## src/hdl/sstw_pkg.sv

```systemverilog
// shared types and constants for the two-wire seven-segment display driver
// no dependencies; imported by the driver core, the line checker and the testbench
package sstw_pkg;

	localparam int TPU_W  = 10;
	localparam int WAIT_W = 13;
	localparam int VAL_W  = 14;

	localparam logic [TPU_W-1:0] TPU_RESET = 10'd16;

	// register index on the config port
	localparam logic REG_TPU = 1'b0;

	typedef enum logic [1:0] {
		OP_TICK    = 2'd0,
		OP_DECIMAL = 2'd1,
		OP_BRIGHT  = 2'd2
	} opcode_t;

	typedef enum logic {
		KIND_BRIGHT  = 1'b0,
		KIND_DECIMAL = 1'b1
	} kind_t;

	typedef enum logic [4:0] {
		PH_IDLE    = 5'd0,
		PH_S_CLKH  = 5'd1,
		PH_S_DIOH  = 5'd2,
		PH_S_WAIT  = 5'd3,
		PH_S_DIOL  = 5'd4,
		PH_B_CLKL  = 5'd5,
		PH_B_DIO   = 5'd6,
		PH_B_W1    = 5'd7,
		PH_B_CLKH  = 5'd8,
		PH_B_W2    = 5'd9,
		PH_A_CLKL  = 5'd10,
		PH_A_W1    = 5'd11,
		PH_A_CLKH  = 5'd12,
		PH_A_W2    = 5'd13,
		PH_A_CLKL2 = 5'd14,
		PH_P_CLKL  = 5'd15,
		PH_P_W1    = 5'd16,
		PH_P_DIOL  = 5'd17,
		PH_P_W2    = 5'd18,
		PH_P_CLKH  = 5'd19,
		PH_P_W3    = 5'd20,
		PH_P_DIOH  = 5'd21
	} phase_t;

	// display controller command bytes
	localparam logic [7:0] CMD_DATA = 8'h40;
	localparam logic [7:0] CMD_ADDR = 8'hC0;
	localparam logic [7:0] CMD_DISP = 8'h87;
	localparam logic [7:0] SEP_BIT  = 8'h80;

	localparam logic [3:0] BRIGHT_MAX = 4'd8;

	// line timing waits in microseconds
	localparam logic [2:0] USEC_SHORT = 3'd2;
	localparam logic [2:0] USEC_BIT   = 3'd3;
	localparam logic [2:0] USEC_ACK   = 3'd5;

	// floor(v / 10) == (v * 3277) >> 15 for every 14-bit v
	localparam logic [11:0] RECIP_10 = 12'd3277;
	localparam int RECIP_SHIFT = 15;

	function automatic logic [7:0] seg_code(input logic [3:0] digit);
		logic [7:0] code;
		unique case (digit)
			4'd0: code = 8'h3f;
			4'd1: code = 8'h06;
			4'd2: code = 8'h5b;
			4'd3: code = 8'h4f;
			4'd4: code = 8'h66;
			4'd5: code = 8'h6d;
			4'd6: code = 8'h7d;
			4'd7: code = 8'h07;
			4'd8: code = 8'h7f;
			4'd9: code = 8'h6f;
			default: code = 8'h00;
		endcase
		return code;
	endfunction

endpackage

```

## src/hdl/seven_segment_two_wire_driver_core.sv

```systemverilog
// two-wire serial driver for a four-digit seven-segment display module
// line sequencer, background digit converter, config register, output register
// depends on sstw_pkg
//
//   channel  | dir | handshake                  | contents
//   s_axis   | in  | tvalid/tready              | tuser opcode, tdata value/separator/brightness
//   m_axis   | out | tvalid/tready              | tdata line levels, busy, accepted
//   apb      | in  | psel/penable/pwrite/pready | ticks_per_usec at byte address 0
//
// a word taken at an edge has its result in the output register at that same edge;
// a new word is taken every cycle while the result is drained.
// s_axis_tready is low only while a result waits and m_axis_tready is low.
// after a show-decimal command the digit converter works out the four digits, one per cycle,
// well before the digits go out on the line.
// reset: lines released high, sequencer idle, ticks_per_usec = 16.
module seven_segment_two_wire_driver_core (
	input  logic        clk,
	input  logic        arst_n,
	input  logic        psel,
	input  logic        penable,
	input  logic        pwrite,
	input  logic [2:0]  paddr,
	input  logic [31:0] pwdata,
	output logic [31:0] prdata,
	output logic        pready,
	input  logic        s_axis_tvalid,
	output logic        s_axis_tready,
	input  logic [23:0] s_axis_tdata,   // value[13:0], separator[14], brightness[18:15]
	input  logic [1:0]  s_axis_tuser,   // opcode[1:0]
	output logic        m_axis_tvalid,
	input  logic        m_axis_tready,
	output logic [7:0]  m_axis_tdata    // clk_level[0], dio_level[1], busy_res[2], accepted[3]
);
	import sstw_pkg::*;

	logic [TPU_W-1:0]  tpu_q;
	phase_t            phase_q, phase_d;
	logic [2:0]        bit_q, bit_d;
	logic [2:0]        byte_q, byte_d;
	logic              frame_q, frame_d;
	kind_t             kind_q, kind_d;
	logic [WAIT_W-1:0] wait_q, wait_d;
	logic [7:0]        shift_q, shift_d;
	logic              clk_line_q, clk_line_d;
	logic              dio_line_q, dio_line_d;
	logic [7:0]        digit_q [4];

	logic              conv_run_q;
	logic [1:0]        conv_idx_q;
	logic [VAL_W-1:0]  conv_val_q;
	logic              sep_q;

	logic              m_valid_q;
	logic [7:0]        m_data_q;

	opcode_t           op;
	logic [VAL_W-1:0]  in_value;
	logic              in_sep;
	logic [3:0]        in_bright;
	logic [3:0]        bright_sat;
	logic              s_fire;
	logic              tick_go;
	logic              cmd_go;
	logic              cfg_wr;

	logic [2:0]        usec_sel;
	logic [WAIT_W-1:0] wait_target;
	logic [WAIT_W-1:0] wait_inc;
	logic              wait_done;
	logic [2:0]        byte_inc;
	logic              more_digits;
	logic              next_frame;
	logic [1:0]        rd_idx;

	logic [25:0]       conv_prod;
	logic [10:0]       conv_quot;
	logic [VAL_W-1:0]  conv_quot_x10;
	logic [3:0]        conv_digit;

	// word fields
	assign op        = opcode_t'(s_axis_tuser);
	assign in_value  = s_axis_tdata[13:0];
	assign in_sep    = s_axis_tdata[14];
	assign in_bright = s_axis_tdata[18:15];
	assign bright_sat = (in_bright > BRIGHT_MAX) ? BRIGHT_MAX : in_bright;

	assign s_axis_tready = !m_valid_q || m_axis_tready;
	assign s_fire  = s_axis_tvalid && s_axis_tready;
	assign tick_go = s_fire && (op == OP_TICK);
	assign cmd_go  = s_fire && (phase_q == PH_IDLE) && ((op == OP_DECIMAL) || (op == OP_BRIGHT));

	// config port
	assign pready = 1'b1;
	assign cfg_wr = psel && penable && pwrite && pready && (paddr[2] == REG_TPU);
	assign prdata = (paddr[2] == REG_TPU) ? {{(32-TPU_W){1'b0}}, tpu_q} : 32'd0;

	always_ff @(posedge clk or negedge arst_n) begin
		if (!arst_n) begin
			tpu_q <= TPU_RESET;
		end else if (cfg_wr) begin
			tpu_q <= pwdata[TPU_W-1:0];
		end
	end

	// wait length for the current phase
	always_comb begin
		unique case (phase_q)
			PH_B_W1, PH_B_W2: usec_sel = USEC_BIT;
			PH_A_W1:          usec_sel = USEC_ACK;
			default:          usec_sel = USEC_SHORT;
		endcase
	end

	always_comb begin
		logic [WAIT_W-1:0] raw;
		raw = WAIT_W'(tpu_q) * WAIT_W'(usec_sel);
		wait_target = (raw == '0) ? WAIT_W'(1) : raw;
	end

	assign wait_inc    = wait_q + WAIT_W'(1);
	assign wait_done   = (wait_inc >= wait_target);
	assign byte_inc    = byte_q + 3'd1;
	assign more_digits = (kind_q == KIND_DECIMAL) && frame_q &&
		(byte_inc >= 3'd1) && (byte_inc <= 3'd4);
	assign next_frame  = (kind_q == KIND_DECIMAL) && !frame_q;
	// most significant digit goes first
	assign rd_idx      = 2'(3'd4 - byte_inc);

	// next state
	always_comb begin
		phase_d = phase_q;
		if (cmd_go) begin
			phase_d = PH_S_CLKH;
		end else if (tick_go) begin
			unique case (phase_q)
				PH_S_CLKH:  phase_d = PH_S_DIOH;
				PH_S_DIOH:  phase_d = PH_S_WAIT;
				PH_S_WAIT:  phase_d = wait_done ? PH_S_DIOL : PH_S_WAIT;
				PH_S_DIOL:  phase_d = PH_B_CLKL;
				PH_B_CLKL:  phase_d = PH_B_DIO;
				PH_B_DIO:   phase_d = PH_B_W1;
				PH_B_W1:    phase_d = wait_done ? PH_B_CLKH : PH_B_W1;
				PH_B_CLKH:  phase_d = PH_B_W2;
				PH_B_W2: begin
					if (wait_done) begin
						phase_d = (bit_q == 3'd7) ? PH_A_CLKL : PH_B_CLKL;
					end
				end
				PH_A_CLKL:  phase_d = PH_A_W1;
				PH_A_W1:    phase_d = wait_done ? PH_A_CLKH : PH_A_W1;
				PH_A_CLKH:  phase_d = PH_A_W2;
				PH_A_W2:    phase_d = wait_done ? PH_A_CLKL2 : PH_A_W2;
				PH_A_CLKL2: phase_d = more_digits ? PH_B_CLKL : PH_P_CLKL;
				PH_P_CLKL:  phase_d = PH_P_W1;
				PH_P_W1:    phase_d = wait_done ? PH_P_DIOL : PH_P_W1;
				PH_P_DIOL:  phase_d = PH_P_W2;
				PH_P_W2:    phase_d = wait_done ? PH_P_CLKH : PH_P_W2;
				PH_P_CLKH:  phase_d = PH_P_W3;
				PH_P_W3:    phase_d = wait_done ? PH_P_DIOH : PH_P_W3;
				PH_P_DIOH:  phase_d = next_frame ? PH_S_CLKH : PH_IDLE;
				default:    phase_d = PH_IDLE;
			endcase
		end
	end

	// line levels and sequencer datapath
	always_comb begin
		clk_line_d = clk_line_q;
		dio_line_d = dio_line_q;
		shift_d    = shift_q;
		bit_d      = bit_q;
		byte_d     = byte_q;
		frame_d    = frame_q;
		kind_d     = kind_q;
		wait_d     = wait_q;
		if (cmd_go) begin
			bit_d   = '0;
			byte_d  = '0;
			frame_d = 1'b0;
			wait_d  = '0;
			if (op == OP_DECIMAL) begin
				kind_d  = KIND_DECIMAL;
				shift_d = CMD_DATA;
			end else begin
				kind_d  = KIND_BRIGHT;
				shift_d = CMD_DISP + 8'(bright_sat);
			end
		end else if (tick_go) begin
			unique case (phase_q)
				PH_S_CLKH, PH_A_CLKH, PH_P_CLKH: clk_line_d = 1'b1;
				PH_S_DIOH: dio_line_d = 1'b1;
				PH_S_DIOL: begin
					dio_line_d = 1'b0;
					bit_d      = '0;
				end
				PH_B_CLKL, PH_A_CLKL, PH_P_CLKL: clk_line_d = 1'b0;
				PH_B_DIO:  dio_line_d = shift_q[0];
				PH_B_CLKH: begin
					shift_d    = {1'b0, shift_q[7:1]};
					clk_line_d = 1'b1;
				end
				PH_S_WAIT, PH_B_W1, PH_A_W1, PH_A_W2, PH_P_W1, PH_P_W2, PH_P_W3: begin
					wait_d = wait_done ? '0 : wait_inc;
				end
				PH_B_W2: begin
					wait_d = wait_done ? '0 : wait_inc;
					if (wait_done) begin
						bit_d = (bit_q == 3'd7) ? 3'd0 : bit_q + 3'd1;
					end
				end
				PH_A_CLKL2: begin
					clk_line_d = 1'b0;
					byte_d     = byte_inc;
					if (more_digits) begin
						shift_d = digit_q[rd_idx];
						bit_d   = '0;
					end
				end
				PH_P_DIOL: dio_line_d = 1'b0;
				PH_P_DIOH: begin
					dio_line_d = 1'b1;
					if (next_frame) begin
						frame_d = 1'b1;
						byte_d  = '0;
						shift_d = CMD_ADDR;
					end
				end
				default: ;
			endcase
		end
	end

	always_ff @(posedge clk or negedge arst_n) begin
		if (!arst_n) begin
			phase_q    <= PH_IDLE;
			bit_q      <= '0;
			byte_q     <= '0;
			frame_q    <= 1'b0;
			kind_q     <= KIND_BRIGHT;
			wait_q     <= '0;
			shift_q    <= '0;
			clk_line_q <= 1'b1;
			dio_line_q <= 1'b1;
		end else if (s_fire) begin
			phase_q    <= phase_d;
			bit_q      <= bit_d;
			byte_q     <= byte_d;
			frame_q    <= frame_d;
			kind_q     <= kind_d;
			wait_q     <= wait_d;
			shift_q    <= shift_d;
			clk_line_q <= clk_line_d;
			dio_line_q <= dio_line_d;
		end
	end

	// digit converter: one decimal digit per cycle, least significant first
	assign conv_prod     = 26'(conv_val_q) * 26'(RECIP_10);
	assign conv_quot     = conv_prod[25:RECIP_SHIFT];
	assign conv_quot_x10 = VAL_W'({conv_quot, 3'b000}) + VAL_W'({conv_quot, 1'b0});
	assign conv_digit    = 4'(conv_val_q - conv_quot_x10);

	always_ff @(posedge clk or negedge arst_n) begin
		if (!arst_n) begin
			conv_run_q <= 1'b0;
			conv_idx_q <= '0;
		end else if (cmd_go && (op == OP_DECIMAL)) begin
			conv_run_q <= 1'b1;
			conv_idx_q <= '0;
		end else if (conv_run_q) begin
			conv_idx_q <= conv_idx_q + 2'd1;
			if (conv_idx_q == 2'd3) begin
				conv_run_q <= 1'b0;
			end
		end
	end

	always_ff @(posedge clk) begin
		if (cmd_go && (op == OP_DECIMAL)) begin
			conv_val_q <= in_value;
			sep_q      <= in_sep;
		end else if (conv_run_q) begin
			conv_val_q <= VAL_W'(conv_quot);
		end
	end

	// separator dot sits on the hundreds digit
	always_ff @(posedge clk) begin
		if (conv_run_q) begin
			digit_q[conv_idx_q] <= seg_code(conv_digit) |
				(((conv_idx_q == 2'd2) && sep_q) ? SEP_BIT : 8'h00);
		end
	end

	// output register
	always_ff @(posedge clk or negedge arst_n) begin
		if (!arst_n) begin
			m_valid_q <= 1'b0;
		end else if (s_fire) begin
			m_valid_q <= 1'b1;
		end else if (m_axis_tready) begin
			m_valid_q <= 1'b0;
		end
	end

	always_ff @(posedge clk) begin
		if (s_fire) begin
			m_data_q <= {4'b0000, cmd_go, (phase_d != PH_IDLE), dio_line_d, clk_line_d};
		end
	end

	assign m_axis_tvalid = m_valid_q;
	assign m_axis_tdata  = m_data_q;

	// digits are converted before the first one is loaded for shifting
	a_conv_done: assert property (@(posedge clk) disable iff (!arst_n)
		(phase_q == PH_A_CLKL2) |-> !conv_run_q)
		else $error("digit conversion still running when digits are read");

	// a tick word never reports a taken command
	a_tick_not_acc: assert property (@(posedge clk) disable iff (!arst_n)
		(s_fire && (s_axis_tuser == OP_TICK)) |=> !m_axis_tdata[3])
		else $error("tick word reported as accepted");

	// a taken command always leaves the sequencer busy
	a_acc_busy: assert property (@(posedge clk) disable iff (!arst_n)
		(m_axis_tvalid && m_axis_tdata[3]) |-> m_axis_tdata[2])
		else $error("accepted command without busy");

	// wait counter stays below the longest wait
	a_wait_bound: assert property (@(posedge clk) disable iff (!arst_n)
		wait_q < WAIT_W'(5116))
		else $error("wait counter out of range");

endmodule

```

## config.mk

```make
export PLATFORM = sky130hd
export DESIGN_NAME = seven_segment_two_wire_driver_core
export DESIGN_NICKNAME = d
export VERILOG_FILES = /design/src/hdl/sstw_pkg.sv /design/src/hdl/seven_segment_two_wire_driver_core.sv
export SDC_FILE = /design/constraint.sdc
export NUM_CORES = 1
export LEC_CHECK = 0
export BUFFER_PORTS_ARGS = -buffer_cell sky130_fd_sc_hd__buf_2
export CORE_ASPECT_RATIO = 1.1
export CORE_UTILIZATION = 60
export CTS_CLUSTER_SIZE = 16
export DETAILED_ROUTE_END_ITERATION = 10
export PLACE_DENSITY = 0.82
export SLEW_MARGIN = 0
export SYNTH_ARGS = -nofsm -noshare
export SYNTH_HDL_FRONTEND = slang
export SYNTH_SLANG_ARGS = --single-unit
```

## constraint.sdc

```tcl
create_clock -name clk -period 7.1 [get_ports clk]
set_input_delay 0 -clock clk [delete_from_list [all_inputs] [get_ports clk]]
set_output_delay 0 -clock clk [all_outputs]
set_load 0.05 [all_outputs]
```

==> flow_summary.html, run 1 <==
<table>
<tr><th>Metric</th><th>Value</th></tr>
<tr><th colspan="2">Timing</th></tr>
<tr><td>Endpoints failing hold</td><td>0</td></tr>
<tr><td>Max Transition Viols Final</td><td>0</td></tr>
<tr><td>Fraction of the cycle the final worst path needs</td><td>0.915</td></tr>
<tr><td>Worst slew margin relative to its limit</td><td>0.432</td></tr>
<tr><td>RSZ-0062 raised after global routing</td><td>false</td></tr>
<tr><td>Total negative slack</td><td>0 ps</td></tr>
<tr><td>Hold slack</td><td>43.6 ps</td></tr>
<tr><td>Worst slew pin tran</td><td>between 800 and 900 ps</td></tr>
<tr><td>FMAX</td><td>154 MHz</td></tr>
<tr><td>Setup Viol. Count Final</td><td>0</td></tr>
<tr><td>Worst clock skew</td><td>between 6 and 7 ps</td></tr>
<tr><td>Fin crit period</td><td>about 6500 ps</td></tr>
<tr><th colspan="2">Logic synthesis</th></tr>
<tr><td>Number of synthesized flops with an enable pin</td><td>51</td></tr>
<tr><td>Flip-flop cell with the highest count after synthesis</td><td>edfxtp_1</td></tr>
<tr><td>Register bit count reported by yosys</td><td>101</td></tr>
<tr><td>Ys Warns</td><td>0</td></tr>
<tr><td>Count of unique library cells instantiated by Yosys</td><td>74</td></tr>
<tr><td>Mean instance size in the synthesized netlist</td><td>approximately 10 sq um</td></tr>
<tr><td>Synthesized instance count</td><td>919</td></tr>
<tr><td>Seq/Total Area, Yosys</td><td>0.293</td></tr>
<tr><td>Post-synthesis cell area</td><td>approximately 9500 sq um</td></tr>
<tr><td>Async set-or-reset flop fraction in the synthesized netlist</td><td>0.495</td></tr>
<tr><th colspan="2">Power and ir drop</th></tr>
<tr><td>Peak supply drop</td><td>approximately 320 uV</td></tr>
<tr><td>Part of the power in registers</td><td>0.315</td></tr>
<tr><td>Pwr/cell area</td><td>279 nW/um^2</td></tr>
<tr><td>Net switching power</td><td>~1200 uW</td></tr>
<tr><td>Switching share of power</td><td>0.413</td></tr>
<tr><td>Power share of the clock group</td><td>0.171</td></tr>
<tr><td>Internal power</td><td>around 1700 uW</td></tr>
<tr><td>Share of total power in combinational logic</td><td>0.514</td></tr>
<tr><td>Pleak</td><td>roughly 0.0052 uW</td></tr>
<tr><th colspan="2">Floorplan</th></tr>
<tr><td>Die footprint</td><td>approximately 16000 sq um</td></tr>
<tr><td>Number of rows in the core area</td><td>47</td></tr>
<tr><td>Die span in y</td><td>between 100 and 150 um</td></tr>
<tr><td>Initial core utilization</td><td>0.622</td></tr>
<tr><td>Horizontal die dimension</td><td>approximately 120 um</td></tr>
<tr><td>I/O pins</td><td>between 100 and 150</td></tr>
<tr><td>Core ar.</td><td>~15000 sq um</td></tr>
<tr><th colspan="2">Drt</th></tr>
<tr><td>Number of vias per cell after detailed routing</td><td>5.84</td></tr>
<tr><td>Total Routed Length</td><td>around 20000 um</td></tr>
<tr><td>Number of remaining DRC errors</td><td>0</td></tr>
<tr><td>Wire per inst</td><td>about 17 um</td></tr>
<tr><td>Post-route antenna net violation count</td><td>0</td></tr>
<tr><td>Number of search-and-repair iterations in the first detailed-routing pass</td><td>5</td></tr>
<tr><td>Violation count after the first detailed-route iteration</td><td>approximately 330</td></tr>
<tr><td>Number of vias in the routed layout</td><td>just under 7000</td></tr>
<tr><th colspan="2">Cells and area</th></tr>
<tr><td>Fraction of final layout cells with drive strength greater than 1</td><td>0.127</td></tr>
<tr><td>Number of fillers in the final layout</td><td>between 1000 and 1500</td></tr>
<tr><td>Area growth syn-to-layout</td><td>9.73%</td></tr>
<tr><td>Final layout net count</td><td>about 1300</td></tr>
<tr><td>Post-route standard cell area excluding fillers</td><td>between 10000 and 15000 sq um</td></tr>
<tr><td>Final antenna diode count</td><td>0</td></tr>
<tr><th colspan="2">Setup path</th></tr>
<tr><td>Cell repeated most along the worst path</td><td>a21o_1</td></tr>
<tr><td>Number of buffer and inverter instances along the worst setup path</td><td>1</td></tr>
<tr><td>Cell family contributing the most delay on the critical path</td><td>compound AO/OA/AOI/OAI gates</td></tr>
<tr><td>Startpoint type of the worst setup path</td><td>flip-flop</td></tr>
<tr><td>CP startpoint</td><td>phase_q[1]$_DFFE_PN0P_</td></tr>
<tr><td>Reg-to-reg startpoint</td><td>phase_q[1]$_DFFE_PN0P_</td></tr>
<tr><td>Maximum fanout along the worst path</td><td>16</td></tr>
<tr><td>Delay contributed by the slowest stage of the critical path</td><td>roughly 520 ps</td></tr>
<tr><td>Crit path max-delay cell type</td><td>or4_1</td></tr>
<tr><td>CP Capture Type</td><td>flip-flop</td></tr>
<tr><td>Critical path data arrival time</td><td>approximately 6600 ps</td></tr>
<tr><td>Req. time, crit path</td><td>approximately 7200 ps</td></tr>
<tr><td>Worst Setup Path Type</td><td>reg2reg</td></tr>
<tr><th colspan="2">Global route</th></tr>
<tr><td>Remaining global-route overflow</td><td>0</td></tr>
<tr><td>Maximum number of pins on one net before global-route repair</td><td>slightly above 50</td></tr>
<tr><td>Global-route total usage across every layer</td><td>0.265</td></tr>
<tr><td>Initial antenna violation count</td><td>0</td></tr>
<tr><td>Global-route wire length before repair</td><td>around 34000 um</td></tr>
<tr><td>Vias in the first global route</td><td>7278</td></tr>
<tr><th colspan="2">Placed design</th></tr>
<tr><td>Post-Place Cell Area</td><td>slightly below 10000 sq um</td></tr>
<tr><td>Post-detail-place hpwl</td><td>between 10000 and 15000 um</td></tr>
<tr><td>Weighted congestion reported at the end of routability-driven placement</td><td>0.849</td></tr>
<tr><td>I/O Buffers</td><td>54</td></tr>
<tr><th colspan="2">Clocking</th></tr>
<tr><td>Maximum buffer depth of the clock tree</td><td>2</td></tr>
<tr><td>CTS HTree Levels</td><td>3</td></tr>
<tr><td>CTS Buf Count</td><td>9</td></tr>
<tr><td>CTS clk-pin slew, worst paths</td><td>approximately 80 ps</td></tr>
<tr><td>TritonCTS clock tree</td><td>done</td></tr>
<tr><td>CTS root buf</td><td>clkbuf_16</td></tr>
<tr><td>Sink count of the clock tree</td><td>approximately 100</td></tr>
<tr><td>Clock network latency to the later pin of the worst-skew pair</td><td>~360 ps</td></tr>
<tr><th colspan="2">Flow run</th></tr>
<tr><td>Number of max-cap violations</td><td>0</td></tr>
<tr><th colspan="2">Status</th></tr>
<tr><td>Status</td><td>finished clean</td></tr>
<tr><th colspan="2">Worst hold path</th></tr>
<tr><td>Hold Path Origin</td><td>s_axis_tdata[7]</td></tr>
<tr><td>HP Class</td><td>in2reg</td></tr>
</table>
[area by class of cell]
| cell class | count | area, sq um | area share |
|---|---|---|---|
| Clock buffer | 10 | 239 | 0.0229 |
| Multi-Input combinational cell | 681 | 6090 | 0.584 |
| Timing Repair Buffer | 89 | 601 | 0.0575 |
| Sequential cell | 101 | 2790 | 0.267 |
| Inverter | 108 | 405 | 0.0388 |
| Tap cell | 196 | 245 | 0.0235 |
| Clock inverter | 6 | 68.8 | 0.00659 |
[final timing paths]
kind | cells after the start | slack, ps | to
max in group asynchronous | 3 | 6330 | shift_q[4]$_DFFE_PN0P_
worst min register to register | 1 | 490 | bit_q[0]$_DFFE_PN0P_
worst max-delay path | 25 | 610 | m_axis_tdata[2]$_DFFE_PP_
min in group asynchronous | 3 | 320 | wait_q[2]$_DFFE_PN0P_
worst min-delay path | 3 | 40 | conv_val_q[7]$_DFFE_PP_
worst max register to register | 25 | 610 | m_axis_tdata[2]$_DFFE_PP_
[worst reg2reg max path, delay by kind of cell, from the launching register on]
kind                       cells  cell delay [ps]
buffers and inverters          1              200
xor gates and xnor gates       1              210
DFF                            1              390
and+or+nand+nor                8             1780
muxes                          1              280
adders and majority gates      4             1390
AOI/OAI and AO/OA             10             2000
[layout by cell type (no fill, tap or decap), types with 27 or more instances in the layout]
| cell type | instances |
|---|---|
| a21oi_1 | 28 |
| buf_2 | 54 |
| conb_1 | 27 |
| dfrtp_1 | 47 |
| dlygate4sd3_1 | 27 |
| edfxtp_1 | 51 |
| fa_1 | 57 |
| ha_1 | 139 |
| inv_1 | 107 |
| nand2_1 | 50 |
| nor2_1 | 44 |
| o21ai_0 | 38 |
[synthesized netlist by cell type (15+ instances only)]
cell / n / area (sq um)
edfxtp_1: 51 / 1530
inv_1: 107 / 402
and2_1: 24 / 150
a21oi_1: 28 / 140
fa_1: 57 / 1140
xor2_1: 19 / 166
buf_4: 29 / 218
o21ai_0: 38 / 190
ha_1: 139 / 1740
xnor2_1: 16 / 140
a21o_1: 22 / 165
nand2_1: 50 / 188
nor2b_1: 24 / 150
and3_1: 16 / 100
nor2_1: 44 / 165
nand3_1: 15 / 75.1
dfrtp_1: 47 / 1180
[flip-flops by register name, summed over array words and instances, names as in the netlist]
name,cells
clk_line_q,1
dio_line_q,1
phase_q,5
conv_idx_q,2
tpu_q,10
kind_q,1
frame_q,1
digit_q,32
shift_q,8
conv_run_q,1
m_axis_tdata,4
sep_q,1
byte_q,3
m_axis_tvalid,1
bit_q,3
conv_val_q,14
wait_q,13
[through the flow]
step | util | cells | setup slack (ps) | total power [uW]
finish | 0.683 | 1191 | 607 | 2910
global route | 0.683 | 1191 | 110 | 3110
CTS | 0.682 | 1191 | 482 | 2910
detailed placement | 0.645 | 1148 | 518 | 2390
global placement | 0.645 | 1148 | 637 | 2320
floorplan | - | 944 | 1080 | 2060
[power groups by stage]
stage	combinational, uW	clock [uW]	sequential [uW]
floorplan	1150	0	914
global placement	1390	0	927
detailed placement	1460	0	930
CTS	1490	505	918
global route	1660	524	926
finish	1500	497	918
[logic make-up after synthesis]
| logic type | share of synthesized area |
|---|---|
| AOI/OAI and AO/OA | 0.116 |
| other | 0.000789 |
| muxes | 0.0450 |
| xor gates and xnor gates | 0.0385 |
| adders and majority gates | 0.303 |
| DFF | 0.293 |
| buffers and inverters | 0.0769 |
| and+or+nand+nor | 0.127 |
[repair_timing]
item	4_1_cts	5_1_grt
resized for setup	0	1
buffers inserted	0	0
setup endpoints to repair	0	1
hold buffers	27	0
hold endpoints to repair	72	0
[layer usage]
metal  vias to the layer above  track usage  routed length [um]
li1                       3299            -                   -
met5                         -            0                   0
met3                        68       0.0591                1020
met4                         0        0.113                 759
met2                       231        0.460               10100
met1                      3361        0.315                8100
No activity file was read; power rests on OpenSTA's default activity.
==> run 2: changes to the inputs <==
--- a/config.mk
+++ b/config.mk
@@ -5,12 +5,13 @@
 export SDC_FILE = /design/constraint.sdc
 export NUM_CORES = 1
 export LEC_CHECK = 0
+export ABC_AREA = 1
 export BUFFER_PORTS_ARGS = -buffer_cell sky130_fd_sc_hd__buf_2
 export CORE_ASPECT_RATIO = 1.1
 export CORE_UTILIZATION = 60
 export CTS_CLUSTER_SIZE = 16
 export DETAILED_ROUTE_END_ITERATION = 10
-export PLACE_DENSITY = 0.82
+export PLACE_DENSITY = 0.81
 export SLEW_MARGIN = 0
 export SYNTH_ARGS = -nofsm -noshare
 export SYNTH_HDL_FRONTEND = slang
==> flow_summary.html, run 2 <==
<table>
<tr><th>Metric</th><th>Value</th></tr>
<tr><th colspan="2">Logic synthesis</th></tr>
<tr><td>Number of synthesized flops with an enable pin</td><td>between 50 and 60</td></tr>
<tr><td>Top post-synthesis cells by area</td><td>ha_1 17%, edfxtp_1 15%, dfrtp_1 12%, fa_1 11%, inv_1 8.3%</td></tr>
<tr><td>Flip-flop cell with the highest count after synthesis</td><td>edfxtp_1</td></tr>
<tr><td>Dominant cell type by area after synthesis</td><td>ha_1</td></tr>
<tr><td>Most instantiated cells after synthesis</td><td>222 x inv_1, 222 x nand2_1, 139 x ha_1</td></tr>
<tr><td>Seq/Total Area, Yosys</td><td>0.277</td></tr>
<tr><td>Ys Warns</td><td>0</td></tr>
<tr><td>Area share of the leading cell type in the synthesized netlist</td><td>0.173</td></tr>
<tr><td>Post-synthesis cell area</td><td>10100 sq um</td></tr>
<tr><td>Register bit count reported by yosys</td><td>between 100 and 150</td></tr>
<tr><td>Mean instance size in the synthesized netlist</td><td>8.23 sq um</td></tr>
<tr><td>Count of unique library cells instantiated by Yosys</td><td>52</td></tr>
<tr><td>Synthesized instance count</td><td>about 1200</td></tr>
<tr><td>Async set-or-reset flop fraction in the synthesized netlist</td><td>0.495</td></tr>
<tr><th colspan="2">Clocking</th></tr>
<tr><td>Clock network latency to the later pin of the worst-skew pair</td><td>around 370 ps</td></tr>
<tr><td>Sink count of the clock tree</td><td>between 100 and 150</td></tr>
<tr><td>CTS HTree Levels</td><td>3</td></tr>
<tr><td>Maximum buffer depth of the clock tree</td><td>2</td></tr>
<tr><td>TritonCTS clock tree</td><td>done</td></tr>
<tr><td>CTS clk-pin slew, worst paths</td><td>80 ps</td></tr>
<tr><td>CTS root buf</td><td>clkbuf_16</td></tr>
<tr><td>CTS Buf Count</td><td>9</td></tr>
<tr><th colspan="2">Setup path</th></tr>
<tr><td>Crit path max-delay cell type</td><td>fa_1</td></tr>
<tr><td>Delay contributed by the slowest stage of the critical path</td><td>around 580 ps</td></tr>
<tr><td>Req. time, crit path</td><td>7310 ps</td></tr>
<tr><td>CP Capture Type</td><td>flip-flop</td></tr>
<tr><td>Cell repeated most along the worst path</td><td>inv_1</td></tr>
<tr><td>Worst Setup Path Type</td><td>reg2reg</td></tr>
<tr><td>Critical path data arrival time</td><td>approximately 6500 ps</td></tr>
<tr><td>Number of buffer and inverter instances along the worst setup path</td><td>7</td></tr>
<tr><td>Startpoint type of the worst setup path</td><td>flip-flop</td></tr>
<tr><td>Cell family contributing the most delay on the critical path</td><td>adder cells</td></tr>
<tr><td>Maximum fanout along the worst path</td><td>6</td></tr>
<tr><th colspan="2">Timing</th></tr>
<tr><td>Worst slew margin relative to its limit</td><td>0.502</td></tr>
<tr><td>Hold slack</td><td>approximately 62 ps</td></tr>
<tr><td>Fin crit period</td><td>approximately 6300 ps</td></tr>
<tr><td>RSZ-0062 raised after global routing</td><td>false</td></tr>
<tr><td>Setup Viol. Count Final</td><td>0</td></tr>
<tr><td>Endpoints failing hold</td><td>0</td></tr>
<tr><td>FMAX</td><td>160 MHz</td></tr>
<tr><td>Max Transition Viols Final</td><td>0</td></tr>
<tr><td>Worst clock skew</td><td>a little under 20 ps</td></tr>
<tr><td>Total negative slack</td><td>0 ps</td></tr>
<tr><td>Worst slew pin tran</td><td>around 740 ps</td></tr>
<tr><td>Fraction of the cycle the final worst path needs</td><td>0.881</td></tr>
<tr><th colspan="2">Floorplan</th></tr>
<tr><td>Die footprint</td><td>around 17000 sq um</td></tr>
<tr><td>Horizontal die dimension</td><td>~130 um</td></tr>
<tr><td>Die span in y</td><td>approximately 140 um</td></tr>
<tr><td>I/O pins</td><td>~110</td></tr>
<tr><td>Core ar.</td><td>about 16000 sq um</td></tr>
<tr><td>Initial core utilization</td><td>0.614</td></tr>
<tr><td>Number of rows in the core area</td><td>49</td></tr>
<tr><th colspan="2">Status</th></tr>
<tr><td>Violated checks</td><td>design-rule violations</td></tr>
<tr><td>Status</td><td>complete, but fails checks</td></tr>
<tr><th colspan="2">Flow run</th></tr>
<tr><td>Number of max-cap violations</td><td>0</td></tr>
<tr><th colspan="2">Cells and area</th></tr>
<tr><td>Area growth syn-to-layout</td><td>9.58%</td></tr>
<tr><td>Flip-flop count of the largest register after layout</td><td>32</td></tr>
<tr><td>Biggest regs</td><td>digit_q x32, conv_val_q x14, wait_q x13</td></tr>
<tr><td>Register ranked first by flip-flop count</td><td>digit_q</td></tr>
<tr><td>Reg area</td><td>roughly 2800 sq um</td></tr>
<tr><td>Final antenna diode count</td><td>0</td></tr>
<tr><td>Number of fillers in the final layout</td><td>about 1300</td></tr>
<tr><td>Final Non-Filler Cells</td><td>roughly 1500</td></tr>
<tr><td>Top library cells by usage in the layout, fill and taps aside</td><td>222 x inv_1, 222 x nand2_1, 139 x ha_1, 94 x nor2_1, 59 x o21ai_0</td></tr>
<tr><td>Final layout net count</td><td>approximately 1600</td></tr>
<tr><td>Area of combinational cells with multiple inputs</td><td>around 6200 sq um</td></tr>
<tr><td>Fraction of final layout cells with drive strength greater than 1</td><td>0.0971</td></tr>
<tr><th colspan="2">Drt</th></tr>
<tr><td>Number of remaining DRC errors</td><td>1</td></tr>
<tr><td>Wire per inst</td><td>approximately 15 um</td></tr>
<tr><td>Total Routed Length</td><td>between 20000 and 25000 um</td></tr>
<tr><td>Post-route antenna net violation count</td><td>0</td></tr>
<tr><td>Number of vias in the routed layout</td><td>a little over 8000</td></tr>
<tr><td>Number of search-and-repair iterations in the first detailed-routing pass</td><td>10</td></tr>
<tr><td>Violation count after the first detailed-route iteration</td><td>between 500 and 600</td></tr>
<tr><td>Number of vias per cell after detailed routing</td><td>5.49</td></tr>
<tr><th colspan="2">Placed design</th></tr>
<tr><td>Weighted congestion reported at the end of routability-driven placement</td><td>just over 0.9</td></tr>
<tr><td>I/O Buffers</td><td>between 50 and 60</td></tr>
<tr><td>Post-detail-place hpwl</td><td>around 18000 um</td></tr>
<tr><td>Cell count after placement</td><td>1467</td></tr>
<tr><th colspan="2">Global route</th></tr>
<tr><td>Global-route total usage across every layer</td><td>0.285</td></tr>
<tr><td>Remaining global-route overflow</td><td>0</td></tr>
<tr><td>Global-route wire length before repair</td><td>38800 um</td></tr>
<tr><td>Maximum number of pins on one net before global-route repair</td><td>between 50 and 60</td></tr>
<tr><td>Vias in the first global route</td><td>about 8500</td></tr>
<tr><td>Initial antenna violation count</td><td>0</td></tr>
<tr><th colspan="2">Worst hold path</th></tr>
<tr><td>HP Class</td><td>in2reg</td></tr>
</table>
run 2: area by class of cell:
cell class | instances | share of cell area
clock inverter | 6 | 0.00568
clock buffer | 10 | 0.0217
timing repair buffer | 85 | 0.0522
sequential | 101 | 0.253
tap | 204 | 0.0232
inverter | 240 | 0.0820
multi-input combinational | 866 | 0.562
run 2: logic make-up (layout without fill, tap and decap cells):
| kind of cell | after synthesis | in the layout | share of synthesized area |
|---|---|---|---|
| AND/OR/NAND/NOR | 448 | 448 | 0.199 |
| buffers and inverters | 280 | 341 | 0.116 |
| adder cells (fa/ha/maj) | 196 | 196 | 0.286 |
| AO/OA/AOI/OAI | 167 | 167 | 0.0966 |
| flip-flops | 101 | 101 | 0.277 |
| XOR/XNOR | 28 | 28 | 0.0244 |
| other | 2 | 27 | 0.000747 |
run 2: per-layer routing:
| layer | vias to the layer above | part of all wire | global-route usage | routed length [um] |
|---|---|---|---|---|
| met5 | - | 0 | 0 | 0 |
| met4 | 0 | 0.027 | 0.125 | 617 |
| met3 | 55 | 0.041 | 0.0416 | 928 |
| met2 | 229 | 0.52 | 0.518 | 11700 |
| met1 | 3921 | 0.42 | 0.337 | 9420 |
| li1 | 4090 | - | - | - |
run 2: worst paths after layout:
check | end | startpoint | slack [ps] | depth (start not counted)
max | digit_q[3][0]$_DFFE_PP_ | conv_val_q[3]$_DFFE_PP_ | 850 | 25
min | shift_q[3]$_DFFE_PN0P_ | s_axis_tdata[18] | 60 | 5
max reg2reg | digit_q[3][0]$_DFFE_PP_ | conv_val_q[3]$_DFFE_PP_ | 850 | 25
min reg2reg | shift_q[6]$_DFFE_PN0P_ | shift_q[6]$_DFFE_PN0P_ | 500 | 2
max in group asynchronous | shift_q[4]$_DFFE_PN0P_ | arst_n | 6360 | 3
min in group asynchronous | wait_q[8]$_DFFE_PN0P_ | arst_n | 300 | 3
run 2: what timing repair did:
item	4_1_cts	5_1_grt
hold endpoints to repair	73	0
hold buffers	29	0
setup buffers	0	0
resized for setup	0	0
run 2: tightest hold or removal path, cell delays in order:
cell,delay [ps]
buf_2,100
nor4_1,50
nor2_1,80
o21ai_0,90
o21ai_0,70
run 2: through the flow:
| step | cell area, sq um | utilization | setup slack, ps |
|---|---|---|---|
| detailed placement | 10400 | 0.637 | 939 |
| finish | 11000 | 0.673 | 846 |
| global route | 11000 | 0.673 | 513 |
| global placement | 10400 | 0.637 | 1030 |
| CTS | 11000 | 0.673 | 864 |
| floorplan | 10100 | - | 1540 |
Power of run 2 is not shown: default switching activity piles up to over one toggle a cycle in this logic, so the estimate is an artifact.
==> run 3: changes to the inputs <==
--- a/config.mk
+++ b/config.mk
@@ -8,10 +8,9 @@
 export ABC_AREA = 1
 export BUFFER_PORTS_ARGS = -buffer_cell sky130_fd_sc_hd__buf_2
 export CORE_ASPECT_RATIO = 1.1
-export CORE_UTILIZATION = 60
+export CORE_UTILIZATION = 45
 export CTS_CLUSTER_SIZE = 16
 export DETAILED_ROUTE_END_ITERATION = 10
-export PLACE_DENSITY = 0.81
 export SLEW_MARGIN = 0
 export SYNTH_ARGS = -nofsm -noshare
 export SYNTH_HDL_FRONTEND = slang
==> flow_summary.html, run 3 (synthesis gave the netlist of run 2 again) <==
<table>
<tr><th>Metric</th><th>Value</th></tr>
<tr><th colspan="2">Status</th></tr>
<tr><td>Status</td><td>finished clean</td></tr>
<tr><th colspan="2">Clocking</th></tr>
<tr><td>Sink count of the clock tree</td><td>slightly above 100</td></tr>
<tr><td>TritonCTS clock tree</td><td>done</td></tr>
<tr><td>Clock network latency to the later pin of the worst-skew pair</td><td>about 370 ps</td></tr>
<tr><td>Post-CTS Hold Fix Bufs</td><td>26</td></tr>
<tr><td>Total of cells resized after clock tree synthesis</td><td>0</td></tr>
<tr><td>CTS HTree Levels</td><td>3</td></tr>
<tr><td>CTS clk-pin slew, worst paths</td><td>about 80 ps</td></tr>
<tr><td>Setup fix buffers added after clock tree synthesis</td><td>0</td></tr>
<tr><td>CTS Buf Count</td><td>9</td></tr>
<tr><td>Maximum buffer depth of the clock tree</td><td>2</td></tr>
<tr><td>CTS root buf</td><td>clkbuf_16</td></tr>
<tr><th colspan="2">Floorplan</th></tr>
<tr><td>Die span in y</td><td>~160 um</td></tr>
<tr><td>Die footprint</td><td>~23000 sq um</td></tr>
<tr><td>I/O pins</td><td>~110</td></tr>
<tr><td>Horizontal die dimension</td><td>approximately 140 um</td></tr>
<tr><td>Core ar.</td><td>around 22000 sq um</td></tr>
<tr><td>Initial core utilization</td><td>0.458</td></tr>
<tr><td>Number of rows in the core area</td><td>57</td></tr>
<tr><th colspan="2">Global route</th></tr>
<tr><td>Remaining global-route overflow</td><td>0</td></tr>
<tr><td>Global-route wire length before repair</td><td>between 30000 and 40000 um</td></tr>
<tr><td>Met2 Track Usage GR</td><td>0.358</td></tr>
<tr><td>Vias in the first global route</td><td>roughly 8000</td></tr>
<tr><td>Most congested layer reported by global routing</td><td>met2</td></tr>
<tr><td>Global-route total usage across every layer</td><td>0.212</td></tr>
<tr><td>Grt met1 use</td><td>0.278</td></tr>
<tr><td>Initial antenna violation count</td><td>0</td></tr>
<tr><td>Routing usage on met3</td><td>0.0305</td></tr>
<tr><td>Maximum number of pins on one net before global-route repair</td><td>51</td></tr>
<tr><th colspan="2">Timing</th></tr>
<tr><td>RSZ-0062 raised after global routing</td><td>false</td></tr>
<tr><td>Setup Viol. Count Final</td><td>0</td></tr>
<tr><td>Worst slew pin tran</td><td>between 700 and 800 ps</td></tr>
<tr><td>Fin crit period</td><td>just over 6000 ps</td></tr>
<tr><td>Fraction of the cycle the final worst path needs</td><td>0.868</td></tr>
<tr><td>Worst clock skew</td><td>about 7.4 ps</td></tr>
<tr><td>Worst slew margin relative to its limit</td><td>0.516</td></tr>
<tr><td>FMAX</td><td>~160 MHz</td></tr>
<tr><td>Total negative slack</td><td>0 ps</td></tr>
<tr><td>Max Transition Viols Final</td><td>0</td></tr>
<tr><td>Endpoints failing hold</td><td>0</td></tr>
<tr><th colspan="2">Setup path</th></tr>
<tr><td>Worst Setup Path Type</td><td>reg2reg</td></tr>
<tr><td>Req. time, crit path</td><td>about 7300 ps</td></tr>
<tr><td>Startpoint type of the worst setup path</td><td>flip-flop</td></tr>
<tr><td>Logic depth of the worst register-to-register path</td><td>23</td></tr>
<tr><td>Maximum fanout along the worst path</td><td>5</td></tr>
<tr><td>Reg-to-reg startpoint</td><td>conv_val_q[4]$_DFFE_PP_</td></tr>
<tr><td>CP Capture Type</td><td>flip-flop</td></tr>
<tr><td>Reg2reg end</td><td>digit_q[3][0]$_DFFE_PP_</td></tr>
<tr><td>Critical path data arrival time</td><td>6390 ps</td></tr>
<tr><td>Setup slack of the most critical reg-to-reg path</td><td>just over 900 ps</td></tr>
<tr><th colspan="2">Drt</th></tr>
<tr><td>Violation count after the first detailed-route iteration</td><td>around 440</td></tr>
<tr><td>Post-route antenna net violation count</td><td>0</td></tr>
<tr><td>Number of search-and-repair iterations in the first detailed-routing pass</td><td>8</td></tr>
<tr><td>Number of remaining DRC errors</td><td>0</td></tr>
<tr><td>Total Routed Length</td><td>about 22000 um</td></tr>
<tr><td>Wire per inst</td><td>approximately 14 um</td></tr>
<tr><td>Number of vias per cell after detailed routing</td><td>5.01</td></tr>
<tr><td>Number of vias in the routed layout</td><td>around 8000</td></tr>
<tr><th colspan="2">Cells and area</th></tr>
<tr><td>Final layout net count</td><td>1564</td></tr>
<tr><td>Top library cells by usage in the layout, fill and taps aside</td><td>222 x inv_1, 222 x nand2_1, 139 x ha_1, 94 x nor2_1, 59 x o21ai_0</td></tr>
<tr><td>Biggest regs</td><td>digit_q x32, conv_val_q x14, wait_q x13</td></tr>
<tr><td>Fraction of final layout cells with drive strength greater than 1</td><td>0.0973</td></tr>
<tr><td>Final Non-Filler Cells</td><td>1600</td></tr>
<tr><td>Post-route standard cell area excluding fillers</td><td>about 11000 sq um</td></tr>
<tr><td>Flip-flop count of the largest register after layout</td><td>32</td></tr>
<tr><td>Final antenna diode count</td><td>0</td></tr>
<tr><td>Register ranked first by flip-flop count</td><td>digit_q</td></tr>
<tr><td>Area growth syn-to-layout</td><td>10.6%</td></tr>
<tr><td>Post-layout utilization of the core</td><td>0.506</td></tr>
<tr><th colspan="2">Worst hold path</th></tr>
<tr><td>Hold depth</td><td>3</td></tr>
<tr><td>Worst min-delay path endpoint</td><td>conv_val_q[7]$_DFFE_PP_</td></tr>
<tr><td>Hold Path Origin</td><td>s_axis_tdata[7]</td></tr>
<tr><td>HP Class</td><td>in2reg</td></tr>
<tr><th colspan="2">Flow run</th></tr>
<tr><td>Number of max-cap violations</td><td>0</td></tr>
<tr><th colspan="2">Placed design</th></tr>
<tr><td>I/O Buffers</td><td>54</td></tr>
<tr><td>Weighted congestion reported at the end of routability-driven placement</td><td>0.930</td></tr>
<tr><td>Post-Place Cell Area</td><td>between 10000 and 15000 sq um</td></tr>
<tr><td>Cell count after placement</td><td>roughly 1600</td></tr>
<tr><td>Post-detail-place hpwl</td><td>around 18000 um</td></tr>
</table>
## run 3: worst max path at each step
stage	from	to	slack, ps	cells after the start
3_5_place_dp	conv_val_q[4]$_DFFE_PP_	digit_q[2][0]$_DFFE_PP_	940	23
6_report	conv_val_q[4]$_DFFE_PP_	digit_q[3][0]$_DFFE_PP_	930	23
2_1_floorplan	conv_val_q[4]$_DFFE_PP_	digit_q[0][0]$_DFFE_PP_	1540	23
4_1_cts	conv_val_q[4]$_DFFE_PP_	digit_q[3][0]$_DFFE_PP_	910	23
3_3_place_gp	conv_val_q[4]$_DFFE_PP_	digit_q[2][0]$_DFFE_PP_	970	23
5_1_grt	conv_val_q[3]$_DFFE_PP_	digit_q[3][0]$_DFFE_PP_	660	25
## run 3: cell type report
cell class                      instances  area, sq um
Clock inverter                          7         96.3
Timing Repair Buffer                   82          546
Inverter                              240          903
Fill cell                            2186        10800
Clock buffer                            9          225
Tap cell                              295          369
Sequential cell                       101         2790
Multi-Input combinational cell        866         6190
## run 3: worst max-delay path: stages, from the launching register on
cell,delay [ps]
edfxtp_1,510
ha_1,390
fa_1,560
inv_1,60
fa_1,500
fa_1,540
fa_1,550
inv_1,40
ha_1,380
a21oi_1,210
o21ai_0,170
a21oi_1,210
inv_1,70
or2_2,280
and2_1,150
ha_1,280
inv_1,50
or2_2,260
nand2_1,150
inv_1,100
or2_2,290
o21ai_0,80
nand3_1,90
nand2_1,120
## run 3: stage by stage
stage	worst slack [ps]	hold slack [ps]
finish	935	51.0
global route	663	49.9
CTS	910	36.5
detailed placement	936	173
global placement	967	174
floorplan	1540	-296
## run 3: routing by layer
layer | vias up | part of all wire | wire length (um)
li1 | 4066 | - | -
met1 | 3777 | 0.46 | 10200
met2 | 135 | 0.49 | 10900
met3 | 34 | 0.031 | 683
met4 | 0 | 0.021 | 457
met5 | - | 0 | 0
Power of run 3 is left out for the same reason.
